### src/rtl/stbs_pkg.sv
// ----------------------------------------------------------------------------
// stbs_pkg
// types and constants of the sorted table binary search block
// ----------------------------------------------------------------------------
package stbs_pkg;

    // table size and derived widths
    localparam int TABLE_DEPTH = 1024;
    localparam int ADDR_W      = (TABLE_DEPTH > 1) ? $clog2(TABLE_DEPTH) : 1;
    localparam int CNT_W       = $clog2(TABLE_DEPTH + 1);

    // fixed field widths
    localparam int SLOT_W      = 10;
    localparam int VALUE_W     = 64;
    localparam int COUNT_W     = 11;
    localparam int INDEX_W     = 10;

    // operation codes
    localparam logic FUNC_WRITE  = 1'b0;
    localparam logic FUNC_SEARCH = 1'b1;

    // input item
    typedef struct packed {
        logic                      func;
        logic [SLOT_W-1:0]         slot;
        logic signed [VALUE_W-1:0] item_value;
    } stbs_in_t;

    // result item
    typedef struct packed {
        logic               hit;
        logic [INDEX_W-1:0] hit_index;
    } stbs_out_t;

    // outcome of one probe
    typedef struct packed {
        logic             found;
        logic             exhausted;
        logic [CNT_W-1:0] low_next;
        logic [CNT_W-1:0] high_next;
    } stbs_probe_t;

    // search sequencer states
    typedef enum logic [1:0] {
        ST_IDLE,
        ST_PROBE,
        ST_COMPARE,
        ST_FINISH
    } stbs_state_t;

endpackage

### src/rtl/stbs_probe.sv
// ----------------------------------------------------------------------------
// stbs_probe
// shared compare unit: checks one probed entry and narrows the search range
// ----------------------------------------------------------------------------
module stbs_probe
    import stbs_pkg::*;
(
    input  logic signed [VALUE_W-1:0] entry,
    input  logic signed [VALUE_W-1:0] key,
    input  logic [CNT_W-1:0]          low,
    input  logic [CNT_W-1:0]          high,
    input  logic [ADDR_W-1:0]         mid,
    output stbs_probe_t               outcome
);

    logic             is_eq;
    logic             is_lt;
    logic [CNT_W-1:0] mid_ext;

    assign is_eq   = (entry == key);
    assign is_lt   = (entry < key);
    assign mid_ext = CNT_W'(mid);

    // range update: below the key moves low past mid, above it pulls high to mid
    always_comb
    begin
        outcome.found     = is_eq;
        outcome.low_next  = low;
        outcome.high_next = high;
        if (!is_eq)
        begin
            if (is_lt)
            begin
                outcome.low_next = mid_ext + CNT_W'(1);
            end
            else
            begin
                outcome.high_next = mid_ext;
            end
        end
        outcome.exhausted = !is_eq && (outcome.low_next >= outcome.high_next);
    end

endmodule

### config.mk
export PLATFORM = sky130hd
export DESIGN_NAME = stbs_probe
export DESIGN_NICKNAME = d
export VERILOG_FILES = /design/src/rtl/stbs_pkg.sv /design/src/rtl/stbs_probe.sv
export SDC_FILE = /design/constraint.sdc
export NUM_CORES = 1
export LEC_CHECK = 0
export BUFFER_PORTS_ARGS = -buffer_cell sky130_fd_sc_hd__buf_2
export CORE_ASPECT_RATIO = 0.5
export CORE_MARGIN = 3
export CORE_UTILIZATION = 45
export DETAILED_ROUTE_END_ITERATION = 7
export PLACE_DENSITY = 0.9
export SETUP_SLACK_MARGIN = 0.4
export SLEW_MARGIN = 20
export SYNTH_ARGS = -nofsm -noshare
export SYNTH_HDL_FRONTEND = slang
export SYNTH_SLANG_ARGS = --single-unit
### constraint.sdc
create_clock -name vclk -period 5.1
set_input_delay 0.51 -clock vclk [all_inputs]
set_output_delay 0.51 -clock vclk [all_outputs]
set_load 0.02 [all_outputs]
Word level (Yosys, flattened, before mapping)
Index checks and enable logic that the tools add are counted.

Output and inout bits: 24. Word-level logic and storage cells: 9. Register bits: 0. Input bits: 160.

Mux-type cells: 3. Equal/unequal tests: 1. Order comparisons: 2. Add/sub/neg operators: 1. Reduce and logical (&&, ||, !) cells: 2.

Operators by type and width (number): == test 64 bit (1); < comparator 64 bit (1); two-way mux 11 bit (2); two-way mux 22 bit (1); adder 10 x 1 -> 11 bit (second input constant) (1); >= comparator 11 bit (1); logical AND 1 bit (1); zero test 1 bit (1).

Longest topological paths before layout
Depth after elaboration: 5. Mapped depth: 21. Depth with buffers taken out: 19.

Worst setup path before layout
OpenSTA, ideal clock, no wires.

Path kind: input to output. From: input key[14]. To: output outcome[22] in the netlist's numbering. Required time: 4590 ps. Path buffers: 2. Stages: 21. Data arrival time: 4273 ps. Slack: 317 ps. Cells stage by stage: inv_1 ha_1 a21oi_1 nand2_1 a221o_1 a211o_1 a311o_1 nor2_4 buf_6 buf_12 nand2_1 a32oi_1 ha_1 nor2b_1 o21a_1 o21a_1 o21a_1 o21ai_0 nand2_1 nand3_1 a311oi_1.

RTL lines: start: declaration (line stbs_probe.sv:9) `input logic signed [VALUE_W-1:0] key,`; end: declaration (line stbs_probe.sv:13) `output stbs_probe_t outcome`.

==> results by group <==
Status
  – Status: completed

Drt
  – M1 wire length: 4.26 mm
  – DR WL/cell: about 17 um
  – DRT antenna net count: 0
  – DR vias: 3,861
  – Routed wire length: 11.5 mm
  – DR top layer: met4
  – Met2 wire length: 5.64 mm
  – Post-route DRC: 0
  – Drt first pass iters: 6
  – Initial drt markers: approximately 410
  – Vias per cell: ~5.9
  – Met3 WL: between 1 and 1.5 mm

Die
  – Starting Density: 0.493
  – Core area: 0.00580 sq mm
  – Die H: 62.4 um
  – Number of core rows: 19
  – Die Area: 0.00741 sq mm
  – Boundary Pins: between 150 and 200
  – Chip Width: about 120 um

Critical path
  – Buf/Inv on CP: 4
  – Crit Path Max Fanout: 12
  – Largest delay share family, worst path: compound AO/OA/AOI/OAI gates
  – Crit-path most repeated cell: o21a_1
  – Slowest CP cell: a221o_1
  – Crit path required time: about 4.6 ns
  – Levels on crit path: 21
  – Crit path largest cell delay: 0.40 ns
  – Critical path type: primary input to output port
  – Startpoint Class: primary input
  – Crit-path cells: buf_2 -> inv_1 -> ha_4 -> nand4_1 -> nor2_1 -> a221o_1 -> a211o_1 -> a31oi_4 -> nand2_8 -> buf_4 -> a221o_1 -> a21bo_1 -> ha_1 -> o21a_1 -> o21a_1 -> o21a_1 -> o21ai_1 -> nand2_1 -> nand3_2 -> a311oi_2 -> buf_4
  – Critical path endpoint category: output port
  – WP data arrival: between 4 and 5 ns

STA
  – Fin Setup TNS: 0 ns
  – Slew margin rel.: 0.647
  – Final Slew Violations: 0
  – Fin crit period: 4.83 ns
  – Final setup violation count: 0
  – Measured slew at the worst slew-check pin: between 0.5 and 0.6 ns
  – F_max: a little over 0.2 GHz
  – Tcrit/Tclk final: 0.947
  – RSZ-0062 raised after global routing: no
  – Fin. Hold Viols: 0

Final layout
  – Fillers: approximately 400
  – Non-Filler Instances: 658
  – Share of layout cells above drive strength 1: 0.465
  – Number of inserted diodes: 0
  – Seq cells: 0
  – Nets: just over 800
  – P&R area growth vs syn: 54.1%
  – Area of the multi-input gates: between 0.002 and 0.003 sq mm
  – Count of clock buffers in the final design: 0
  – Reg area: 0 sq um

Global routing
  – Total GRT Usage: 0.225
  – Initial antenna violation count: 0
  – Largest net degree at the start of global routing: 39
  – First-pass GRT wire length: ~15 mm
  – Vias in the first global route: 3,458
  – Grt ovf: 0

Logic synthesis
  – Share of the synthesized area in the top cell type: 0.332
  – Mapped Cells: 382
  – Xor and xnor fraction of the mapped netlist area: 0.0275
  – Ys Warns: 0
  – Simple-Gate Fraction of Synth Area: 0.160
  – Syn nets: roughly 600
  – Cell area after synthesis: approximately 0.0029 sq mm
  – Register area share after synthesis: 0
  – Syn_area_per_cell: approximately 7.5 sq um
  – Mux contribution to synthesized area: 0.0630
  – Most common cell in the netlist: ha_1
  – Area share of fa/ha/maj cells after synthesis: 0.332
  – Cell variety after synth: 55
  – Synth Area in Compound Gates: 0.301
  – Largest family of logic cells by synthesized area: adder cells
  – Most instantiated cells after synthesis: ha_1, inv_1, a21oi_1, nand2_1, mux2i_1
  – Post-synth top area cell: ha_1
  – Top post-synthesis cells by area: ha_1, inv_1, mux2i_1

Pwr
  – Power Dens Cells: 131 mW/mm^2
  – Max VDD drop: around 60 uV
  – Leak: 0.00243 uW

Min path
  – Hold path endpoint: outcome[10]
  – Critical hold path startpoint: high[10]
  – WHS Path Cells: 3
  – Hold Path Class: primary input to output port

Placement
  – Post-detail-place hpwl: 7.81 mm
  – Dpl cells: 646
  – Placer Congestion: 0.912
  – Port Buffers: 184

Clock network
  – Cts hold-fix bufs: 0

Run
  – Max-Cap Viols: 0
[report_power, final]
group	total, uW	internal (uW)	switching, uW
Clock	0	0	0
Sequential	0	0	0
Combinational	577	262	315
[per-stage QoR]
stage	setup slack [ns]	hold slack [ns]	utilization	power, uW	area [sq um]
final	0.268	1.38	0.760	577	4410
after global routing	0.190	1.38	0.760	619	4410
after CTS	0.407	1.37	0.678	478	3940
after detailed placement	0.360	1.37	0.668	466	3870
after global placement	0.410	1.36	0.668	456	3870
after floorplan	0.504	1.17	-	310	2880
[logic make-up (layout without fill, tap and decap cells)]
family / count (synthesis) / in the layout
AO/OA/AOI/OAI: 117 / 117
XOR/XNOR: 9 / 9
adder cells (fa/ha/maj): 76 / 76
buffers and inverters: 78 / 270
multiplexers: 18 / 18
AND/OR/NAND/NOR: 84 / 84
[worst max path at each step]
stage / start / end / slack (ns)
after global placement: entry[14] / outcome[22] / 0.41
after global routing: key[15] / outcome[22] / 0.19
after detailed placement: entry[14] / outcome[22] / 0.36
final: key[15] / outcome[22] / 0.27
after CTS: entry[5] / outcome[22] / 0.41
after floorplan: key[14] / outcome[22] / 0.50
[placed cells by master, fill, tap and decap left out, types with 7 or more instances in the layout]
cell type	Yosys	routed
nor2_1	9	8
a21o_1	10	9
ha_1	76	54
buf_4	2	18
o21ai_0	8	7
o221ai_1	8	8
ha_4	0	22
mux2i_1	18	18
inv_1	66	57
a21oi_1	26	20
a21boi_1	7	7
buf_2	1	182
a221o_1	12	12
nand2_1	26	23
nand3_1	13	12
nand4_1	12	12
a21bo_1	9	9
inv_2	0	8
o21ai_1	10	11
[layer usage]
layer	up-vias	GRT usage
li1	1805	-
met1	1722	0.281
met2	271	0.421
met3	63	0.0226
met4	0	0.0433
met5	-	0
[what timing repair did]
action,in CTS,in global routing
pin swaps,5,36
endpoints found under the setup margin,1,1
hold endpoints to repair,0,0
setup buffers,3,9
resized for setup,7,61
[area by class of cell]
| cell class | instances | area share |
|---|---|---|
| timing repair buffer | 203 | 0.245 |
| multi-input combinational | 304 | 0.674 |
| inverter | 67 | 0.0576 |
| tap | 84 | 0.0238 |
No activity file was read; power rests on OpenSTA's default activity.
